**src/rptw_pkg.sv**
```systemverilog
// Shared constants, types and the control program of the page table walker.
package rptw_pkg;

  localparam int NUM_FRAMES = 64;
  localparam int LEVELS     = 5;
  localparam int INDEX_BITS = 9;

  localparam int VPN_W     = 45;
  localparam int PN_W      = 52;
  localparam int ROOT_W    = 6;
  localparam int OP_W      = 2;
  localparam int ENTRY_W   = PN_W + 1;
  localparam int FRAME_W   = $clog2(NUM_FRAMES);
  localparam int ADDR_W    = FRAME_W + INDEX_BITS;
  localparam int MEM_DEPTH = NUM_FRAMES * (2 ** INDEX_BITS);
  localparam int NFF_W     = $clog2(NUM_FRAMES + 1);
  localparam int LVL_W     = (LEVELS > 1) ? $clog2(LEVELS) : 1;
  localparam int VPN_EXT_W = (LEVELS * INDEX_BITS > VPN_W) ? LEVELS * INDEX_BITS : VPN_W;

  localparam logic [OP_W-1:0] OP_QUERY = 2'd0;
  localparam logic [OP_W-1:0] OP_MAP   = 2'd1;
  localparam logic [OP_W-1:0] OP_UNMAP = 2'd2;
  localparam logic [OP_W-1:0] OP_NONE  = 2'd3;

  typedef enum logic [1:0] {
    WS_ZERO,
    WS_PTR,
    WS_LEAF
  } wsel_e;

  typedef enum logic [3:0] {
    C_NEVER,
    C_ALWAYS,
    C_NOT_ACC,
    C_SKIP_OP,
    C_ROOT_OK,
    C_IS_MAP,
    C_IS_UNMAP,
    C_INVALID,
    C_LAST,
    C_PTR_OK,
    C_NFF_FREE,
    C_NOT_TAKEN,
    C_WIPE_MORE
  } cond_e;

  localparam int UPC_W = 5;

  localparam logic [UPC_W-1:0] U_WIPE    = 5'd0;
  localparam logic [UPC_W-1:0] U_IDLE    = 5'd1;
  localparam logic [UPC_W-1:0] U_DISP    = 5'd2;
  localparam logic [UPC_W-1:0] U_ROOT    = 5'd3;
  localparam logic [UPC_W-1:0] U_ROOTBAD = 5'd4;
  localparam logic [UPC_W-1:0] U_OPSEL   = 5'd5;
  localparam logic [UPC_W-1:0] U_WRD     = 5'd6;
  localparam logic [UPC_W-1:0] U_WEVAL   = 5'd7;
  localparam logic [UPC_W-1:0] U_WLAST   = 5'd8;
  localparam logic [UPC_W-1:0] U_WADV    = 5'd9;
  localparam logic [UPC_W-1:0] U_WEXIT   = 5'd10;
  localparam logic [UPC_W-1:0] U_WLEAF   = 5'd11;
  localparam logic [UPC_W-1:0] U_WFOUND  = 5'd12;
  localparam logic [UPC_W-1:0] U_WCLEAR  = 5'd13;
  localparam logic [UPC_W-1:0] U_MLOOP   = 5'd14;
  localparam logic [UPC_W-1:0] U_MRD     = 5'd15;
  localparam logic [UPC_W-1:0] U_MEVAL   = 5'd16;
  localparam logic [UPC_W-1:0] U_MSKIP   = 5'd17;
  localparam logic [UPC_W-1:0] U_MCHK    = 5'd18;
  localparam logic [UPC_W-1:0] U_MFULL   = 5'd19;
  localparam logic [UPC_W-1:0] U_MTAKE   = 5'd20;
  localparam logic [UPC_W-1:0] U_MLEAF   = 5'd21;
  localparam logic [UPC_W-1:0] U_RESP    = 5'd22;
  localparam logic [UPC_W-1:0] U_RET     = 5'd23;

  typedef struct packed {
    logic             accept;
    logic             emit;
    logic             rd;
    logic             wr;
    wsel_e            wsel;
    logic             wipe;
    logic             adv_ptr;
    logic             skip_root;
    logic             take_frame;
    logic             set_found;
    logic             set_full;
    logic             full_if_map;
    cond_e            cond;
    logic [UPC_W-1:0] target;
  } ctrl_t;

  typedef struct packed {
    logic op_skip;
    logic root_ok;
    logic is_map;
    logic is_unmap;
    logic invalid;
    logic last;
    logic ptr_ok;
    logic nff_free;
    logic wipe_more;
  } dp_status_t;

  // Control store. A word falls through to the next address unless its
  // condition holds, in which case it jumps to its target.
  function automatic ctrl_t ucode(input logic [UPC_W-1:0] upc);
    ctrl_t w;
    w        = '0;
    w.cond   = C_NEVER;
    w.wsel   = WS_ZERO;
    w.target = U_IDLE;
    unique case (upc)
      U_WIPE: begin
        w.wr = 1'b1; w.wsel = WS_ZERO; w.wipe = 1'b1;
        w.cond = C_WIPE_MORE; w.target = U_WIPE;
      end
      U_IDLE: begin
        w.accept = 1'b1; w.cond = C_NOT_ACC; w.target = U_IDLE;
      end
      U_DISP: begin
        w.cond = C_SKIP_OP; w.target = U_RESP;
      end
      U_ROOT: begin
        w.cond = C_ROOT_OK; w.target = U_OPSEL;
      end
      U_ROOTBAD: begin
        w.full_if_map = 1'b1; w.cond = C_ALWAYS; w.target = U_RESP;
      end
      U_OPSEL: begin
        w.cond = C_IS_MAP; w.target = U_MLOOP;
      end
      U_WRD: begin
        w.rd = 1'b1;
      end
      U_WEVAL: begin
        w.cond = C_INVALID; w.target = U_RESP;
      end
      U_WLAST: begin
        w.cond = C_LAST; w.target = U_WLEAF;
      end
      U_WADV: begin
        w.adv_ptr = 1'b1; w.cond = C_PTR_OK; w.target = U_WRD;
      end
      U_WEXIT: begin
        w.cond = C_ALWAYS; w.target = U_RESP;
      end
      U_WLEAF: begin
        w.cond = C_IS_UNMAP; w.target = U_WCLEAR;
      end
      U_WFOUND: begin
        w.set_found = 1'b1; w.cond = C_ALWAYS; w.target = U_RESP;
      end
      U_WCLEAR: begin
        w.wr = 1'b1; w.wsel = WS_ZERO; w.cond = C_ALWAYS; w.target = U_RESP;
      end
      U_MLOOP: begin
        w.cond = C_LAST; w.target = U_MLEAF;
      end
      U_MRD: begin
        w.rd = 1'b1;
      end
      U_MEVAL: begin
        w.adv_ptr = 1'b1; w.cond = C_PTR_OK; w.target = U_MLOOP;
      end
      U_MSKIP: begin
        w.skip_root = 1'b1;
      end
      U_MCHK: begin
        w.cond = C_NFF_FREE; w.target = U_MTAKE;
      end
      U_MFULL: begin
        w.set_full = 1'b1; w.cond = C_ALWAYS; w.target = U_RESP;
      end
      U_MTAKE: begin
        w.wr = 1'b1; w.wsel = WS_PTR; w.take_frame = 1'b1;
        w.cond = C_ALWAYS; w.target = U_MLOOP;
      end
      U_MLEAF: begin
        w.wr = 1'b1; w.wsel = WS_LEAF; w.cond = C_ALWAYS; w.target = U_RESP;
      end
      U_RESP: begin
        w.emit = 1'b1; w.cond = C_NOT_TAKEN; w.target = U_RESP;
      end
      U_RET: begin
        w.cond = C_ALWAYS; w.target = U_IDLE;
      end
      default: begin
        w.cond = C_ALWAYS; w.target = U_IDLE;
      end
    endcase
    return w;
  endfunction

endpackage

```
**src/rptw_useq.sv**
```systemverilog
// Microcode sequencer: step counter, control store and branch selection.
module rptw_useq (
  input  logic                 clk_i,
  input  logic                 rst_ni,
  input  rptw_pkg::dp_status_t status_i,
  input  logic                 req_fire_i,
  input  logic                 rsp_fire_i,
  output rptw_pkg::ctrl_t      ctrl_o
);

  logic [rptw_pkg::UPC_W-1:0] upc_q;
  logic [rptw_pkg::UPC_W-1:0] upc_d;
  rptw_pkg::ctrl_t            ctrl;
  logic                       take;

  assign ctrl = rptw_pkg::ucode(upc_q);

  always_comb begin
    unique case (ctrl.cond)
      rptw_pkg::C_NEVER:     take = 1'b0;
      rptw_pkg::C_ALWAYS:    take = 1'b1;
      rptw_pkg::C_NOT_ACC:   take = !req_fire_i;
      rptw_pkg::C_SKIP_OP:   take = status_i.op_skip;
      rptw_pkg::C_ROOT_OK:   take = status_i.root_ok;
      rptw_pkg::C_IS_MAP:    take = status_i.is_map;
      rptw_pkg::C_IS_UNMAP:  take = status_i.is_unmap;
      rptw_pkg::C_INVALID:   take = status_i.invalid;
      rptw_pkg::C_LAST:      take = status_i.last;
      rptw_pkg::C_PTR_OK:    take = status_i.ptr_ok;
      rptw_pkg::C_NFF_FREE:  take = status_i.nff_free;
      rptw_pkg::C_NOT_TAKEN: take = !rsp_fire_i;
      rptw_pkg::C_WIPE_MORE: take = status_i.wipe_more;
      default:               take = 1'b1;
    endcase
    upc_d = take ? ctrl.target : upc_q + rptw_pkg::UPC_W'(1);
  end

  always_ff @(posedge clk_i or negedge rst_ni) begin
    if (!rst_ni) begin
      upc_q <= rptw_pkg::U_WIPE;
    end else begin
      upc_q <= upc_d;
    end
  end

  assign ctrl_o = ctrl;

endmodule

```
**config.mk**
```make
export PLATFORM = sky130hd
export DESIGN_NAME = rptw_useq
export DESIGN_NICKNAME = d
export VERILOG_FILES = /design/src/rptw_pkg.sv /design/src/rptw_useq.sv
export SDC_FILE = /design/constraint.sdc
export NUM_CORES = 1
export LEC_CHECK = 0
export BUFFER_PORTS_ARGS = -buffer_cell sky130_fd_sc_hd__buf_2
export CAP_MARGIN = 10
export CORE_UTILIZATION = 45
export CTS_BUF_LIST = sky130_fd_sc_hd__clkbuf_4
export CTS_CLUSTER_DIAMETER = 80
export DETAILED_ROUTE_END_ITERATION = 12
export PLACE_DENSITY = 0.84
export RECOVER_POWER = 50
export SYNTH_ARGS = -nofsm -noshare
export SYNTH_HDL_FRONTEND = slang
export SYNTH_SLANG_ARGS = --single-unit
```
**constraint.sdc**
```tcl
create_clock -name clk_i -period 3.65 [get_ports clk_i]
set_input_delay 0.365 -clock clk_i [delete_from_list [all_inputs] [get_ports clk_i]]
set_output_delay 0.365 -clock clk_i [all_outputs]
set_load 0.02 [all_outputs]
```
==> metrics.md, run 1 <==
| Metric | Value |
|---|---|
| Antenna viol nets, final | `0` |
| Hold Worst Slack | `0.513 ns` |
| # IOs | `35` |
| Biggest regs | `upc_q x5` |
| Max-slew violations | `0` |
| Crit-path cells | `or2_1 > or2_1 > and2_1 > inv_1 > a32o_1 > a211oi_2 > a211oi_2 > nor3_4 > mux2_2` |
| Syn-to-layout area delta | `14.8%` |
| Mapped Cells | `138` |
| Worst-path clk slew | `0.04 ns` |
| Clock root buffer | `clkbuf_4` |
| Final setup TNS | `0 ns` |
| DR DRC count | `0` |
| CP startpoint | `upc_q[3]$_DFF_PN0_` |
| Avg Synthesized Cell Area | `7.22 sq um` |
| Pin count of the biggest net entering global routing | `28` |
| Layout cells sized above 1 | `23.6%` |
| Via density | `5.88` |
| DRT iter0 DRCs | `50` |
| Hold-fix buffers, CTS | `1` |
| H-tree depth | `1` |
| Final hold violation count | `0` |
| Syn Nets | `156` |
| Via count | `1,128` |
| # port buffers | `34` |
| CTS Buf Count | `3` |
| Die X-Extent | `49.0 microns` |
| Non-filler cells, final | `192` |
| Crit share post-route | `82.1%` |
| First-pass GRT wire length | `4250 microns` |
| DP HPWL | `2040 microns` |
| Number of synthesized flops with an enable pin | `0` |
| Slowest CP cell | `dfrtp_1` |
| Max capacitance violation total | `0` |
| Synth Flop Type | `dfrtp_1` |
| Max-slew headroom | `47.4%` |
| CTS tree | `done` |
| Vias in the first global route | `918` |
| Post-synthesis async set-or-reset flop share | `100%` |
| Utilization after layout | `56.6%` |
| Ys Warns | `0` |
| CTS max path bufs | `2` |
| GP Congestion | `0.892` |
| CP Buf/Inv Count | `1` |
| WL/cell | `14.4 microns` |
| PostCTS Resize Cnt | `0` |
| DIE HEIGHT | `49.0 microns` |
| Slowest cell delay on critical path | `0.75 ns` |
| Final Skew | `0.00181 ns` |
| Worst-skew pair later-pin latency | `0.24 ns` |
| CORE AREA | `2020 sq um` |
| Setup bufs post-CTS | `0` |
| Worst min path class | `primary input to asynchronous set/reset pin` |
| Mapped Area | `996 sq um` |
| Die area | `2410 sq um` |
| Worst setup EP type | `register` |
| Sink Count | `5` |
| Worst R2R Start | `upc_q[3]$_DFF_PN0_` |
| Inserted Diodes | `0` |
| DR pass1 iterations | `4` |
| Drt total wl | `2760 microns` |
| Crit path arrival time | `3.12 ns` |
| Flops & latches, synth | `5` |
| Antenna violations before repair | `0` |
| Inst Count DP | `187` |
| Endpoints failing setup | `0` |
| All-layer global routing usage | `22.5%` |
| Unrepaired setup endpoints after global routing | `false` |
| Crit start category | `register` |
| Total gr overflow | `0` |
| Seq/Total Area, Yosys | `12.6%` |
| WP data required | `3.77 ns` |
| Outcome | `completed` |
| Kind of critical path | `register to register` |
| Crit-path max FO | `20` |
| Maximum clock rate | `0.334 GHz` |
| Largest register FFs | `5` |
| Family with the most delay on the worst path | `simple AND/OR/NAND/NOR gates` |
| Starting Density | `49.3%` |
| Row Count | `16` |
| Cell variety after synth | `49` |
| Worst Tran Pin Value | `0.789 ns` |
| Final #Nets | `184` |
| Most flops, register | `upc_q` |
| Min Tclk post-route | `3.00 ns` |
cells by family after synthesis:
group	share of synthesized area, %
mux	8.79
simple gates	32.2
buf+inv	10.8
flops	12.6
compound gates	27.6
xor+xnor	1.76
fa+ha+maj	6.28
placed cells by master (no fill, tap or decap), types with 5 or more instances in the layout:
| master | Yosys | layout |
|---|---|---|
| ha_1 | 5 | 5 |
| nand2b_1 | 8 | 8 |
| dfrtp_1 | 5 | 5 |
| inv_1 | 6 | 6 |
| nand3_1 | 5 | 5 |
| a21oi_1 | 7 | 7 |
| nor2_1 | 17 | 17 |
| clkbuf_1 | 1 | 12 |
| buf_2 | 3 | 22 |
| mux2_2 | 6 | 6 |
| nand2_1 | 10 | 10 |
| o21ai_0 | 5 | 5 |
final timing paths:
| path | slack [ns] | to | depth (start not counted) |
|---|---|---|---|
| max | 0.65 | upc_q[2]$_DFF_PN0_ | 9 |
| min | 0.51 | upc_q[2]$_DFF_PN0_ | 2 |
| max reg2reg | 0.65 | upc_q[2]$_DFF_PN0_ | 9 |
| min reg2reg | 0.71 | upc_q[0]$_DFF_PN0_ | 2 |
| max in group asynchronous | 2.92 | upc_q[3]$_DFF_PN0_ | 2 |
| min in group clk_i | 0.70 | upc_q[1]$_DFF_PN0_ | 5 |
per-stage QoR:
| step | worst slack (ns) | area (sq um) |
|---|---|---|
| floorplan | 0.893 | 996 |
| global placement | 0.804 | 1120 |
| detailed placement | 0.684 | 1120 |
| CTS | 0.676 | 1160 |
| global route | 0.478 | 1140 |
| finish | 0.655 | 1140 |
per-layer routing:
layer  part of all wire, %  global-route usage, %
met1                    44                   29.9
met5                     0                      0
met3                   5.6                   2.18
met2                    50                   37.3
met4                     0                   8.33
area by class of cell:
type	instances	area, sq um
clock buffer	4	30.0
fill	209	878
inverter	7	26.3
multi-input combinational	114	763
sequential	5	125
tap	27	33.8
timing repair buffer	35	165
cells in the mapped netlist, types with 2 or more instances:
cell type  instances  area (sq um)
a211oi_1           2          15.0
a211oi_2           2          25.0
a21oi_1            7          35.0
a22oi_1            2          15.0
a31oi_1            3          18.8
and2_1             3          18.8
and3_1             2          12.5
buf_2              3          15.0
buf_4              2          15.0
buf_6              3          33.8
clkbuf_2           2          10.0
dfrtp_1            5           125
ha_1               5          62.6
inv_1              6          22.5
mux2_2             6          67.6
mux2i_1            2          20.0
nand2_1           10          37.5
nand2b_1           8          50.1
nand3_1            5          25.0
nand3b_1           2          15.0
nand4_1            3          18.8
nor2_1            17          63.8
nor2b_1            2          12.5
nor3_1             3          15.0
o211ai_1           2          15.0
o21ai_0            5          25.0
o221ai_1           2          17.5
o22ai_1            2          12.5
or2_1              2          12.5
Power of run 1 is not shown: default switching activity piles up to over one toggle a cycle in this logic, so the estimate is an artifact.
==> run 2: changes to the inputs <==
--- a/config.mk
+++ b/config.mk
@@ -11,7 +11,7 @@
 export CTS_BUF_LIST = sky130_fd_sc_hd__clkbuf_4
 export CTS_CLUSTER_DIAMETER = 80
 export DETAILED_ROUTE_END_ITERATION = 12
-export PLACE_DENSITY = 0.84
+export PLACE_DENSITY = 0.87
 export RECOVER_POWER = 50
 export SYNTH_ARGS = -nofsm -noshare
 export SYNTH_HDL_FRONTEND = slang
==> constraint.sdc (replaced) <==
create_clock -name clk_i -period 2.73 [get_ports clk_i]
set_input_delay 0.273 -clock clk_i [delete_from_list [all_inputs] [get_ports clk_i]]
set_output_delay 0.273 -clock clk_i [all_outputs]
set_load 0.02 [all_outputs]
==> run 2 against run 1 <==
Against the previous run: maximum frequency rose by 14%; cell count grew 9.9%; non-clock buffer count grew 19; die area unchanged; worst hold slack got worse by 0.10 ns; first-iteration DRC count grew 70%; highest routed layer is now met4; via count rose by 10%; wire length grew 14%; clock skew is 0.0012 ns lower; clock-buffer cell count is the same; sequential share of layout area shrank 1.6 points.
==> metrics.md, run 2 (synthesis gave the netlist of run 1 again) <==
| Metric | Value |
|---|---|
| Outcome | `completed` |
| Maximum clock rate | `0.379 GHz` |
| Most frequent cells in the layout | `buf_2 (33), nor2_1 (17), buf_4 (17), nand2_1 (10), nand2b_1 (8)` |
| Worst-path clk slew | `0.04 ns` |
| First-pass GRT wire length | `4720 microns` |
| H-tree depth | `1` |
| R2r setup slk | `0.09 ns` |
| End of the critical path | `upc_q[1]$_DFF_PN0_` |
| Antenna violations before repair | `0` |
| Crit-path max FO | `7` |
| Max-slew violations | `0` |
| # fillers | `165` |
| Final hold violation count | `0` |
| Total gr overflow | `0` |
| DIE HEIGHT | `49.0 microns` |
| Slowest CP cell | `dfrtp_2` |
| WL/cell | `14.9 microns` |
| Final Skew | `0.000607 ns` |
| CP Buf/Inv Count | `2` |
| # IOs | `35` |
| Worst-skew pair later-pin latency | `0.24 ns` |
| CP most frequent cell | `mux2_2` |
| Clock root buffer | `clkbuf_4` |
| Die X-Extent | `49.0 microns` |
| Sink Count | `5` |
| DP HPWL | `2300 microns` |
| Utilization after layout | `69.7%` |
| Unrepaired setup endpoints after global routing | `true` |
| Family with the most delay on the worst path | `multiplexers` |
| CTS tree | `done` |
| Drt total wl | `3140 microns` |
| Slowest cell delay on critical path | `0.43 ns` |
| Via density | `5.89` |
| CP startpoint | `upc_q[1]$_DFF_PN0_` |
| CTS max path bufs | `2` |
| Max capacitance violation total | `0` |
| GP Congestion | `0.970` |
| Crit share post-route | `96.5%` |
| Biggest regs | `upc_q x5` |
| Worst path depth | `11` |
| FF+latch area | `131 sq um` |
| Worst min path class | `primary input to asynchronous set/reset pin` |
| Antenna viol nets, final | `0` |
| Syn-to-layout area delta | `41.6%` |
| Row Count | `16` |
| Worst R2R Start | `upc_q[1]$_DFF_PN0_` |
| DR pass1 iterations | `4` |
| CTS Buf Count | `3` |
| Starting Density | `49.3%` |
| WP data required | `2.85 ns` |
| Die area | `2410 sq um` |
| Kind of critical path | `register to register` |
| DR DRC count | `0` |
| Final #Nets | `203` |
| DRT iter0 DRCs | `85` |
| Largest register FFs | `5` |
| Via count | `1,242` |
| Crit-path cells | `inv_2 > ha_4 > clkbuf_2 > mux2_2 > a22oi_2 > o22ai_2 > and3_1 > a22oi_1 > nand4_1 > nor3_4 > mux2_2` |
| All-layer global routing usage | `24.7%` |
| CORE AREA | `2020 sq um` |
| Pin count of the biggest net entering global routing | `16` |
| # port buffers | `34` |
| R2R Path End | `upc_q[1]$_DFF_PN0_` |
| Max-slew headroom | `77.5%` |
| Crit start category | `register` |
| Endpoints failing setup | `0` |
| Vias in the first global route | `1,078` |
| Worst setup EP type | `register` |
| Most flops, register | `upc_q` |
| Layout cells sized above 1 | `48.9%` |
| Area of the multi-input gates | `863 sq um` |
| Inserted Diodes | `0` |
| Min Tclk post-route | `2.64 ns` |
| Reg2Reg Depth | `11` |
| Crit path arrival time | `2.76 ns` |
| Most common cell after layout, fill and taps aside | `buf_2` |
| Worst Tran Pin Value | `0.335 ns` |
==> run 2: changes by cell type in the layout (fill, tap and decap cells not counted), sizes merged <==
| cell | before | now |
|---|---|---|
| clkbuf | 16 | 6 |
| buf | 22 | 51 |
==> run 2: worst reg2reg max path, cell delays in order (launching register included) <==
cell and delay [ns]:
dfrtp_2 0.43, inv_2 0.08, ha_4 0.19, clkbuf_2 0.15
mux2_2 0.28, a22oi_2 0.15, o22ai_2 0.12, and3_1 0.18
a22oi_1 0.14, nand4_1 0.17, nor3_4 0.26, mux2_2 0.37
==> run 2: cell type report <==
class                      instances  share of cell area (%)
clock buffer                       4                    2.13
inverter                           7                    2.04
multi-input combinational        114                    61.2
sequential                         5                    9.32
tap                               27                    2.40
timing repair buffer              54                    22.9
==> run 2: metal layers <==
metal,vias to the layer above,global-route usage (%),routed length [microns]
li1,589,-,-
met5,-,0,0
met3,6,0.623,242
met4,0,11.3,57
met2,77,41.7,1560
met1,570,32.7,1280
==> run 2: what timing repair did <==
| action | CTS | global route |
|---|---|---|
| resized for setup | 4 | 24 |
| buffers inserted | 0 | 3 |
| hold endpoints to repair | 5 | 0 |
| pin swaps | 0 | 9 |
| hold buffers | 1 | 0 |
| setup endpoints to repair | 5 | 9 |
==> run 2: how the worst min path moves through the flow <==
stage / cells after the start / to / slack (ns) / startpoint
5_1_grt: 2 / upc_q[0]$_DFF_PN0_ / 0.45 / rst_ni
2_1_floorplan: 0 / upc_q[0]$_DFF_PN0_ / -0.02 / rst_ni
3_3_place_gp: 1 / upc_q[0]$_DFF_PN0_ / 0.09 / rst_ni
4_1_cts: 2 / upc_q[3]$_DFF_PN0_ / 0.37 / rst_ni
6_report: 2 / upc_q[3]$_DFF_PN0_ / 0.41 / rst_ni
3_5_place_dp: 1 / upc_q[1]$_DFF_PN0_ / 0.09 / rst_ni
==> run 2: stage by stage <==
| stage | cell area (sq um) | hold WS [ns] | cells | setup TNS, ns | setup WS [ns] |
|---|---|---|---|---|---|
| finish | 1410 | 0.412 | 211 | 0 | 0.0946 |
| global route | 1410 | 0.448 | 211 | -0.149 | -0.0512 |
| CTS | 1290 | 0.367 | 208 | 0 | 0.0130 |
| detailed placement | 1240 | 0.0932 | 203 | -0.277 | -0.0614 |
| global placement | 1240 | 0.0893 | 203 | 0 | 0.0359 |
| floorplan | 996 | -0.0226 | 138 | 0 | 0.0611 |
Power of run 2 is left out for the same reason.
